`src/rtl/edge_detect_3x3_threshold_unit_macros.svh`:
```
// assertion helpers shared by the edge detector rtl
`ifndef EDGE_DETECT_3X3_THRESHOLD_UNIT_MACROS_SVH
`define EDGE_DETECT_3X3_THRESHOLD_UNIT_MACROS_SVH

// property checked every cycle outside reset
`define ED3_ASSERT(lbl, prop, msg) \
  lbl: assert property (@(posedge clk) disable iff (!rst_n) prop) else $error(msg);

// condition in one cycle implies a result in the next
`define ED3_ASSERT_NEXT(lbl, ante, cons, msg) \
  lbl: assert property (@(posedge clk) disable iff (!rst_n) (ante) |=> (cons)) else $error(msg);

`endif

```
`src/rtl/ed3_pkg.sv`:
```
package ed3_pkg;

  localparam int MAX_WIDTH = 1024;
  localparam int MIN_WIDTH = 3;
  localparam int ADDR_W    = $clog2(MAX_WIDTH);
  localparam int WID_W     = 11;
  localparam int PIX_W     = 8;
  localparam int MEM_W     = 2 * PIX_W;
  localparam int GRAD_W    = PIX_W + 3;
  localparam int LAP_W     = PIX_W + 5;
  localparam int SQ_W      = 2 * GRAD_W - 2;
  localparam int SUM_W     = SQ_W + 1;

  localparam int MAG_SQ_LIMIT = 16256;
  localparam int LAP_LIMIT    = 128;

  localparam logic [WID_W-1:0] LINE_WIDTH_RST = WID_W'(640);

  typedef enum logic [1:0] {
    MODE_ROBERTS = 2'd0,
    MODE_PREWITT = 2'd1,
    MODE_SOBEL   = 2'd2,
    MODE_LAPLACE = 2'd3
  } mode_t;

  typedef enum logic {
    REG_KERNEL_MODE = 1'b0,
    REG_LINE_WIDTH  = 1'b1
  } reg_idx_t;

  // one window column, top row first
  typedef struct packed {
    logic [PIX_W-1:0] top;
    logic [PIX_W-1:0] mid;
    logic [PIX_W-1:0] bot;
  } col_t;

  // load strobes for the kernel pipeline
  typedef struct packed {
    logic grad;
    logic sq;
  } ld_t;

endpackage

```
`src/rtl/ed3_cell.sv`:
```
module ed3_cell (
  input  logic          clk,
  input  logic          en,
  input  ed3_pkg::col_t col_in,
  output ed3_pkg::col_t col_out
);

  ed3_pkg::col_t col_r;

  always_ff @(posedge clk) begin
    if (en) begin
      col_r <= col_in;
    end
  end

  assign col_out = col_r;

endmodule

```
`config.mk`:
```
export PLATFORM = sky130hd
export DESIGN_NAME = ed3_cell
export DESIGN_NICKNAME = d
export VERILOG_FILES = /design/src/rtl/edge_detect_3x3_threshold_unit_macros.svh /design/src/rtl/ed3_pkg.sv /design/src/rtl/ed3_cell.sv
export SDC_FILE = /design/constraint.sdc
export NUM_CORES = 1
export LEC_CHECK = 0
export ABC_AREA = 1
export BUFFER_PORTS_ARGS = -buffer_cell sky130_fd_sc_hd__buf_2
export CAP_MARGIN = 10
export CORE_MARGIN = 4
export CORE_UTILIZATION = 37
export CTS_BUF_LIST = sky130_fd_sc_hd__clkbuf_8
export DETAILED_ROUTE_END_ITERATION = 16
export PLACE_DENSITY = 0.79
export SKIP_CTS_REPAIR_TIMING = 1
export SYNTH_ARGS = -nofsm -noshare
export SYNTH_HDL_FRONTEND = slang
export SYNTH_SLANG_ARGS = --single-unit
```
`constraint.sdc`:
```
create_clock -name clk -period 0.8 [get_ports clk]
set_clock_uncertainty 0.2 [all_clocks]
set_input_delay 0.16 -clock clk [delete_from_list [all_inputs] [get_ports clk]]
set_output_delay 0.16 -clock clk [all_outputs]
set_load 0.01 [all_outputs]
```
==> results.txt <==
Outcome = finished with violations
Failing checks = negative hold slack, negative setup slack
Fin crit share = 1.435
Met1 capacity usage during global routing = 0.1302
Vias in the first global route = 424
Post-synth cell types = 1
Synth area leaders = edfxtp_1 (100%)
Critical path start-end classification = reg -> out
Mapped Area = 720.7 µm²
Max Clk Rate = 870.8 MHz
Hold WC Path Type = in -> reg
H-tree levels = 1
Boundary Pins = 50
Synthesized instance count = 24
Gpl congestion = 0.6947
Worst Path Required = 0.44 ns
Worst vdd ir = 1607 µV
Global route overflow = 0
Setup violators final = 24
Clock sinks = 24
Post-route setup slack = -0.3484 ns
Die H = 52.14 µm
Detailed Routing Iterations Pass 1 = 2
IO Port Bufs = 49
CP Launch Type = flip-flop
Critical path endpoint category = output pin
Busiest layer in global routing = met2
Antenna Nets Post-Route = 0
Num CTS Buffers = 3
Most common cell after layout, fill and taps aside = buf_2
GRT Total Usage = 0.1083
Unrepaired setup endpoints after global routing = yes
WHS = -0.1331 ns
HP Start = col_in[6]
YS warnings = 0
First-pass GRT wire length = 2021 µm
Worst hold stages = 1
Drt wl/cell = 13.27 µm
Post-route cell area = 1096 µm²
Slew @ Worst Pin = 0.09398 ns
Initial antenna violation count = 0
CTS tree = yes
Crit-path leading delay family = flip-flops
Iteration-0 DRC Markers = 4
DRT Wirelength = 1380 µm
Final net count = 106
Synth Register Bits = 24
Clock Tree Root = clkbuf_8
#MultiIn Comb = 0
Num rows = 15
Final Slew Violations = 0
Critical path, cell by cell = buf_2
Crit path launch = col_out[14]$_DFFE_PP_
Most frequent cells in the layout = buf_2 (49), edfxtp_1 (24), clkbuf_8 (3)
DRC = 0
Worst path slowest cell = edfxtp_1
Max FO, Critical Path = 1
Fin crit period = 1.148 ns
WP buf/inv = 1
Fin. Hold Viols = 24
CORE AREA = 1783 µm²
Area of the multi-input gates = 0 µm²
Met3 Resource Use GR = 0.05158
Max-Cap Viols = 0
Synthesized area per cell = 30.03 µm²
Layout cells sized above 1 = 0.6962
Pwr/cell area = 2543 nW/µm²
Die Span X = 52.14 µm
Worst stage delay on the critical path = 0.38 ns
Largest register FFs = 24
Setup WS pre-CTS = -0.1313 ns
Post-synthesis net count = 50
Largest net degree at the start of global routing = 18
Max_slew headroom = 0.9373
Diode count = 0
Post-DP Area = 1025 µm²
Sequential share of the synthesized area = 1.000
Hold endpoint = col_out[6]$_DFFE_PP_
Worst path arrival time = 0.79 ns
Area Growth Syn to Fin = 52.08%
DIE AREA = 2718 µm²
Area leader, netlist = edfxtp_1
Initial Utilization = 0.4042
Clock Path Buffers = 2
Detailed-route via count = 436
Leak = 0.4776 nW
GR Util met2 = 0.1506
Clock transition at path regs = 0.08 ns
Via density per instance = 4.192
Top cell type's share of synthesized area = 1.000
==> layout make-up <==
class	count	area (µm²)
Clock buffer	3	41.29
Clock inverter	1	30.03
Fill cell	149	686.9
Sequential cell	24	720.7
Tap cell	25	31.28
Timing Repair Buffer	51	272.8
==> how the worst max path moves through the flow <==
stage	endpoint	slack [ns]	cells after the start
6_report	col_out[14]	-0.35	1
2_1_floorplan	col_out[0]	0.05	0
3_5_place_dp	col_out[8]$_DFFE_PP_	-0.13	2
3_3_place_gp	col_out[16]$_DFFE_PP_	-0.12	2
5_1_grt	col_out[8]	-0.39	1
4_1_cts	col_out[8]	-0.36	1
==> cells in the mapped netlist (all sizes together) <==
library cell and number:
edfxtp 24
==> power by group <==
part           leakage, nW  internal [mW]  switching [mW]
Clock               0.0357          0.668           0.365
Combinational        0.207          0.117           0.125
Sequential           0.235           1.49          0.0210
==> cell families (layout without fill, tap and decap cells) <==
group	count (synthesis)	after routing	share of synthesized area
flops	24	24	1.000
buf+inv	0	55	0
==> stage by stage <==
step / utilization / setup TNS [ns] / power (mW) / cells
6_report: 0.6147 / -7.908 / 2.788 / 104
3_3_place_gp: 0.5747 / -3.702 / 1.779 / 100
5_1_grt: 0.6147 / -8.803 / 2.910 / 104
4_1_cts: 0.6147 / -8.130 / 2.807 / 104
3_5_place_dp: 0.5747 / -4.091 / 1.788 / 100
2_1_floorplan: - / 0 / 1.603 / 24
==> per-layer routing <==
layer  share of wire  wire length (µm)
met5               0                 0
met4          0.0087                12
met3            0.18               251
met2            0.41               560
met1            0.40               556
No activity file was read; power rests on OpenSTA's default activity.
