**src/rtl/edge_detect_3x3_threshold_unit_macros.svh**
```systemverilog
// assertion helpers shared by the edge detector rtl
`ifndef EDGE_DETECT_3X3_THRESHOLD_UNIT_MACROS_SVH
`define EDGE_DETECT_3X3_THRESHOLD_UNIT_MACROS_SVH

// property checked every cycle outside reset
`define ED3_ASSERT(lbl, prop, msg) \
  lbl: assert property (@(posedge clk) disable iff (!rst_n) prop) else $error(msg);

// condition in one cycle implies a result in the next
`define ED3_ASSERT_NEXT(lbl, ante, cons, msg) \
  lbl: assert property (@(posedge clk) disable iff (!rst_n) (ante) |=> (cons)) else $error(msg);

`endif

```
**src/rtl/ed3_pkg.sv**
```systemverilog
package ed3_pkg;

  localparam int MAX_WIDTH = 1024;
  localparam int MIN_WIDTH = 3;
  localparam int ADDR_W    = $clog2(MAX_WIDTH);
  localparam int WID_W     = 11;
  localparam int PIX_W     = 8;
  localparam int MEM_W     = 2 * PIX_W;
  localparam int GRAD_W    = PIX_W + 3;
  localparam int LAP_W     = PIX_W + 5;
  localparam int SQ_W      = 2 * GRAD_W - 2;
  localparam int SUM_W     = SQ_W + 1;

  localparam int MAG_SQ_LIMIT = 16256;
  localparam int LAP_LIMIT    = 128;

  localparam logic [WID_W-1:0] LINE_WIDTH_RST = WID_W'(640);

  typedef enum logic [1:0] {
    MODE_ROBERTS = 2'd0,
    MODE_PREWITT = 2'd1,
    MODE_SOBEL   = 2'd2,
    MODE_LAPLACE = 2'd3
  } mode_t;

  typedef enum logic {
    REG_KERNEL_MODE = 1'b0,
    REG_LINE_WIDTH  = 1'b1
  } reg_idx_t;

  // one window column, top row first
  typedef struct packed {
    logic [PIX_W-1:0] top;
    logic [PIX_W-1:0] mid;
    logic [PIX_W-1:0] bot;
  } col_t;

  // load strobes for the kernel pipeline
  typedef struct packed {
    logic grad;
    logic sq;
  } ld_t;

endpackage

```
**src/rtl/ed3_kernel.sv**
```systemverilog
module ed3_kernel (
  input  logic           clk,
  input  ed3_pkg::ld_t   ld,
  input  ed3_pkg::mode_t mode,
  input  ed3_pkg::col_t  w0,
  input  ed3_pkg::col_t  w1,
  input  ed3_pkg::col_t  w2,
  output logic           hit
);

  localparam int GX = ed3_pkg::GRAD_W;
  localparam int LX = ed3_pkg::LAP_W;
  localparam int PW = ed3_pkg::PIX_W;

  logic signed [GX-1:0] gx_nxt, gy_nxt, gx_r, gy_r;
  logic signed [LX-1:0] lap_val;
  logic                 lap_nxt, lap_r, lap_s4_r;
  logic signed [2*GX-1:0] gx_sq, gy_sq;
  logic [ed3_pkg::SQ_W-1:0]  gx_sq_r, gy_sq_r;
  logic [ed3_pkg::SUM_W-1:0] mag_sq;

  function automatic logic signed [GX-1:0] g1(input logic [PW-1:0] p);
    return $signed({{(GX-PW){1'b0}}, p});
  endfunction

  function automatic logic signed [GX-1:0] g2(input logic [PW-1:0] p);
    return $signed({{(GX-PW-1){1'b0}}, p, 1'b0});
  endfunction

  function automatic logic signed [LX-1:0] l1(input logic [PW-1:0] p);
    return $signed({{(LX-PW){1'b0}}, p});
  endfunction

  always_comb begin
    case (mode)
      ed3_pkg::MODE_ROBERTS: begin
        gx_nxt = g1(w2.bot) - g1(w1.mid);
        gy_nxt = g1(w1.bot) - g1(w2.mid);
      end
      ed3_pkg::MODE_PREWITT: begin
        gx_nxt = (g1(w0.bot) + g1(w1.bot) + g1(w2.bot))
               - (g1(w0.top) + g1(w1.top) + g1(w2.top));
        gy_nxt = (g1(w2.top) + g1(w2.mid) + g1(w2.bot))
               - (g1(w0.top) + g1(w0.mid) + g1(w0.bot));
      end
      ed3_pkg::MODE_SOBEL: begin
        gx_nxt = (g1(w0.bot) + g2(w1.bot) + g1(w2.bot))
               - (g1(w0.top) + g2(w1.top) + g1(w2.top));
        gy_nxt = (g1(w2.top) + g2(w2.mid) + g1(w2.bot))
               - (g1(w0.top) + g2(w0.mid) + g1(w0.bot));
      end
      default: begin
        gx_nxt = '0;
        gy_nxt = '0;
      end
    endcase
  end

  // eight times the centre minus the eight neighbors
  assign lap_val = (l1(w1.mid) <<< 3)
                 - (l1(w0.top) + l1(w1.top) + l1(w2.top) + l1(w0.mid)
                  + l1(w2.mid) + l1(w0.bot) + l1(w1.bot) + l1(w2.bot));
  assign lap_nxt = lap_val >= LX'(ed3_pkg::LAP_LIMIT);

  always_ff @(posedge clk) begin
    if (ld.grad) begin
      gx_r  <= gx_nxt;
      gy_r  <= gy_nxt;
      lap_r <= lap_nxt;
    end
  end

  assign gx_sq = gx_r * gx_r;
  assign gy_sq = gy_r * gy_r;

  always_ff @(posedge clk) begin
    if (ld.sq) begin
      gx_sq_r  <= gx_sq[ed3_pkg::SQ_W-1:0];
      gy_sq_r  <= gy_sq[ed3_pkg::SQ_W-1:0];
      lap_s4_r <= lap_r;
    end
  end

  assign mag_sq = {1'b0, gx_sq_r} + {1'b0, gy_sq_r};
  assign hit = (mode == ed3_pkg::MODE_LAPLACE) ? lap_s4_r
             : (mag_sq > ed3_pkg::SUM_W'(ed3_pkg::MAG_SQ_LIMIT));

endmodule

```
**config.mk**
```make
export PLATFORM = sky130hd
export DESIGN_NAME = ed3_kernel
export DESIGN_NICKNAME = d
export VERILOG_FILES = /design/src/rtl/edge_detect_3x3_threshold_unit_macros.svh /design/src/rtl/ed3_pkg.sv /design/src/rtl/ed3_kernel.sv
export SDC_FILE = /design/constraint.sdc
export NUM_CORES = 1
export LEC_CHECK = 0
export BUFFER_PORTS_ARGS = -buffer_cell sky130_fd_sc_hd__buf_2
export CORE_UTILIZATION = 50
export DETAILED_ROUTE_END_ITERATION = 6
export GPL_TIMING_DRIVEN = 0
export PLACE_DENSITY_LB_ADDON = 0.08
export SLEW_MARGIN = 10
export SYNTH_ARGS = -nofsm -noshare
export SYNTH_HDL_FRONTEND = slang
export SYNTH_SLANG_ARGS = --single-unit
```
**constraint.sdc**
```tcl
create_clock -name clk -period 7.7 [get_ports clk]
set_input_delay 0.77 -clock clk [delete_from_list [all_inputs] [get_ports clk]]
set_output_delay 0.77 -clock clk [all_outputs]
set_load 0.02 [all_outputs]
```
==> run summary <==
IO Count = 78
critical-path maximum fanout = 10
Worst EP arrival = 6.05 ns
vias in the first global route = 13000
Hold Path Origin = lap_r
total global routing overflow = 0
DRT Wirelength = 37200 um
Synth cell types = 54
first-pass GRT wire length = 63300 um
largest net degree at the start of global routing = 40
area of the multi-input gates = 13600 um2
fin nets = 2503
clock net sink count = 62
RR Startpoint = gx_r[4]
max_slew headroom = 42.2%
commonest cells after routing, fill and taps aside = inv_1 (517), fa_1 (374), ha_1 (182), nand2_1 (80), buf_2 (77)
fill count = 3212
TritonCTS clock tree = done
Routed wire per std cell = 15.9 um
Top FF cell, synth = edfxtp_1
Vias = 11700
clk slew on worst S/H paths = 0.05 ns
Net Count, Synth = 2415
TNS Setup = 0 ns
WS Path Type = flip-flop to flip-flop
outcome = completed
sequential area share after synthesis = 10.6%
data required time at the worst endpoint = 7.76 ns
worst-skew pair later-pin latency = 0.33 ns
H-tree depth = 3
Num CTS Buffers = 9
Initial Util = 50.8%
Sequential Area = 1860 um2
hold worst-path end = lap_s4_r
fin. max-slew vios = 0
Mapped Area = 17500 um2
Die Y = 189 um
RSZ-0062 raised after global routing = no
initial antenna violation count = 1
met3 Track Usage GR = 1.84%
DIE AREA = 35700 um2
fin crit period = 5.99 ns
Clock Tree Buf Depth = 2
ratio of cells with drive above 1 in the final layout = 5.71%
DRT Pass-1 Iters = 4
reg-to-reg slack, setup = 1.71 ns
cell row count = 68
hold depth = 0
P&R area growth vs syn = 7.21%
M2 GR Usage = 42.4%
root buffer cell = clkbuf_16
Hold Vio Cnt, Final = 0
FFs w/ async S/R, synth = 0%
FF+latch count, synth = 62
GPL Wtd Cong = 0.833
hold crit path type = flip-flop to flip-flop
M1 GR Usage = 28.8%
commonest non-fill, non-tap cell in the layout = inv_1
Critical Path End Type = flip-flop
Antenna Cells = 0
hold buffers post-CTS = 0
Tot GR Track Use = 22.7%
Setup crit start kind = flip-flop
number of port buffers = 77
RR Endpoint = gx_sq_r[19]
Syn Area/Cell = 9.82 um2
worst reg-to-reg path cell count = 19
Final Setup Violations = 0
gr busiest metal = met2
Synthesis Warnings = 0
DRC = 0
setup bufs post-CTS = 0
Max Clk Rate = 167 MHz
max-cap violation count = 0
EDFF count, synth = 62
via/cell ratio = 5.00
Syn Inst Count = 1782
remaining antenna violation count = 0
Resize count post-CTS = 0
Core Region = 34500 um2
Clock Skew = 0.00785 ns
final worst-path cycle share = 77.8%
Die W = 189 um
Least-Margin Pin Slew = 0.867 ns
number of DRC markers in iteration 0 = 533
placed wire-length estimate = 32900 um
[worst max-delay path: stages, from the launching register on]
cell and delay (ns):
edfxtp_1 0.52, clkbuf_1 0.42, nand2_1 0.21, fa_1 0.63, fa_1 0.45, fa_1 0.54
inv_1 0.06, fa_1 0.52, inv_1 0.05, fa_1 0.53, inv_1 0.04, ha_1 0.34
and2_1 0.17, a31oi_1 0.31, a311oi_1 0.19, o21a_1 0.23, o21ai_0 0.15, nand2b_1 0.07
a21oi_1 0.17, xnor2_1 0.10
[cell type report]
type	count	area share (%)
Tap cell	455	3.04
Timing Repair Buffer	77	2.05
Clock inverter	5	0.394
Sequential cell	62	9.93
Buffer	31	0.620
Clock buffer	11	1.24
Inverter	518	10.4
Multi-Input combinational cell	1171	72.4
[per-stage QoR]
step	hold slack [ns]	area [um2]	worst slack, ns	utilization [%]	instances
2_1_floorplan	0.400	17500	2.48	-	1782
3_3_place_gp	0.405	18400	1.72	53.5	2314
3_5_place_dp	0.412	18400	1.73	53.5	2314
4_1_cts	0.425	18800	1.70	54.4	2330
5_1_grt	0.448	18800	1.35	54.4	2330
6_report	0.422	18800	1.71	54.4	2330
[layer usage]
metal,routed length [um],vias up
met2,19800,140
met5,13,-
met1,16100,5899
met4,497,2
met3,702,35
li1,-,5581
[how the worst max path moves through the flow]
stage / start / endpoint / slack, ns
final: gx_r[4] / gx_sq_r[19] / 1.71
after global routing: gx_r[4] / gx_sq_r[19] / 1.35
after CTS: gy_r[2] / gy_sq_r[19] / 1.70
after detailed placement: gy_r[2] / gy_sq_r[19] / 1.73
after global placement: gx_r[2] / gx_sq_r[19] / 1.72
after floorplan: gx_r[4] / gx_sq_r[19] / 2.48
[sequential cells by signal (all words and copies together), names as in the netlist]
signal	count
gx_r	11
gx_sq_r	19
gy_r	11
gy_sq_r	19
lap_r	1
lap_s4_r	1
[synthesized netlist by cell type (2+ instances only)]
cell type,count,share of area [%]
inv_1,517,11
a311oi_1,2,0.10
nor4_1,2,0.072
fa_1,374,43
o311ai_0,2,0.10
a31oi_1,9,0.32
nand2_1,80,1.7
nand3b_1,7,0.30
nand3_1,7,0.20
o21a_4,2,0.17
clkbuf_1,30,0.64
o21bai_1,18,0.77
and3_1,6,0.21
o211ai_1,4,0.17
ha_1,182,13
o22ai_1,9,0.32
nor2b_1,24,0.86
o221ai_1,9,0.45
o31ai_1,2,0.086
a21o_1,15,0.64
a21oi_1,73,2.1
a21boi_0,3,0.13
or3_1,6,0.21
and2_1,66,2.4
or2_2,6,0.21
edfxtp_1,62,11
a211oi_1,2,0.086
a31o_2,2,0.10
xor2_1,22,1.1
nor3_1,9,0.26
nor2_1,57,1.2
o21a_1,9,0.39
xnor2_1,73,3.7
mux2_2,2,0.13
nand2b_1,22,0.79
o21ai_0,43,1.2
a211o_1,3,0.15
mux2i_1,5,0.29
[kinds of logic (layout without fill, tap and decap cells)]
kind of cell,after synthesis,count (layout),synth area share [%]
multiplexers,8,8,0.501
flip-flops,62,62,10.6
adder cells (fa/ha/maj),556,556,55.8
buffers and inverters,549,642,11.8
AND/OR/NAND/NOR,297,297,8.66
AO/OA/AOI/OAI,215,215,7.83
XOR/XNOR,95,95,4.76
Power is not shown: default switching activity piles up to over one toggle a cycle in this logic, so the estimate is an artifact.
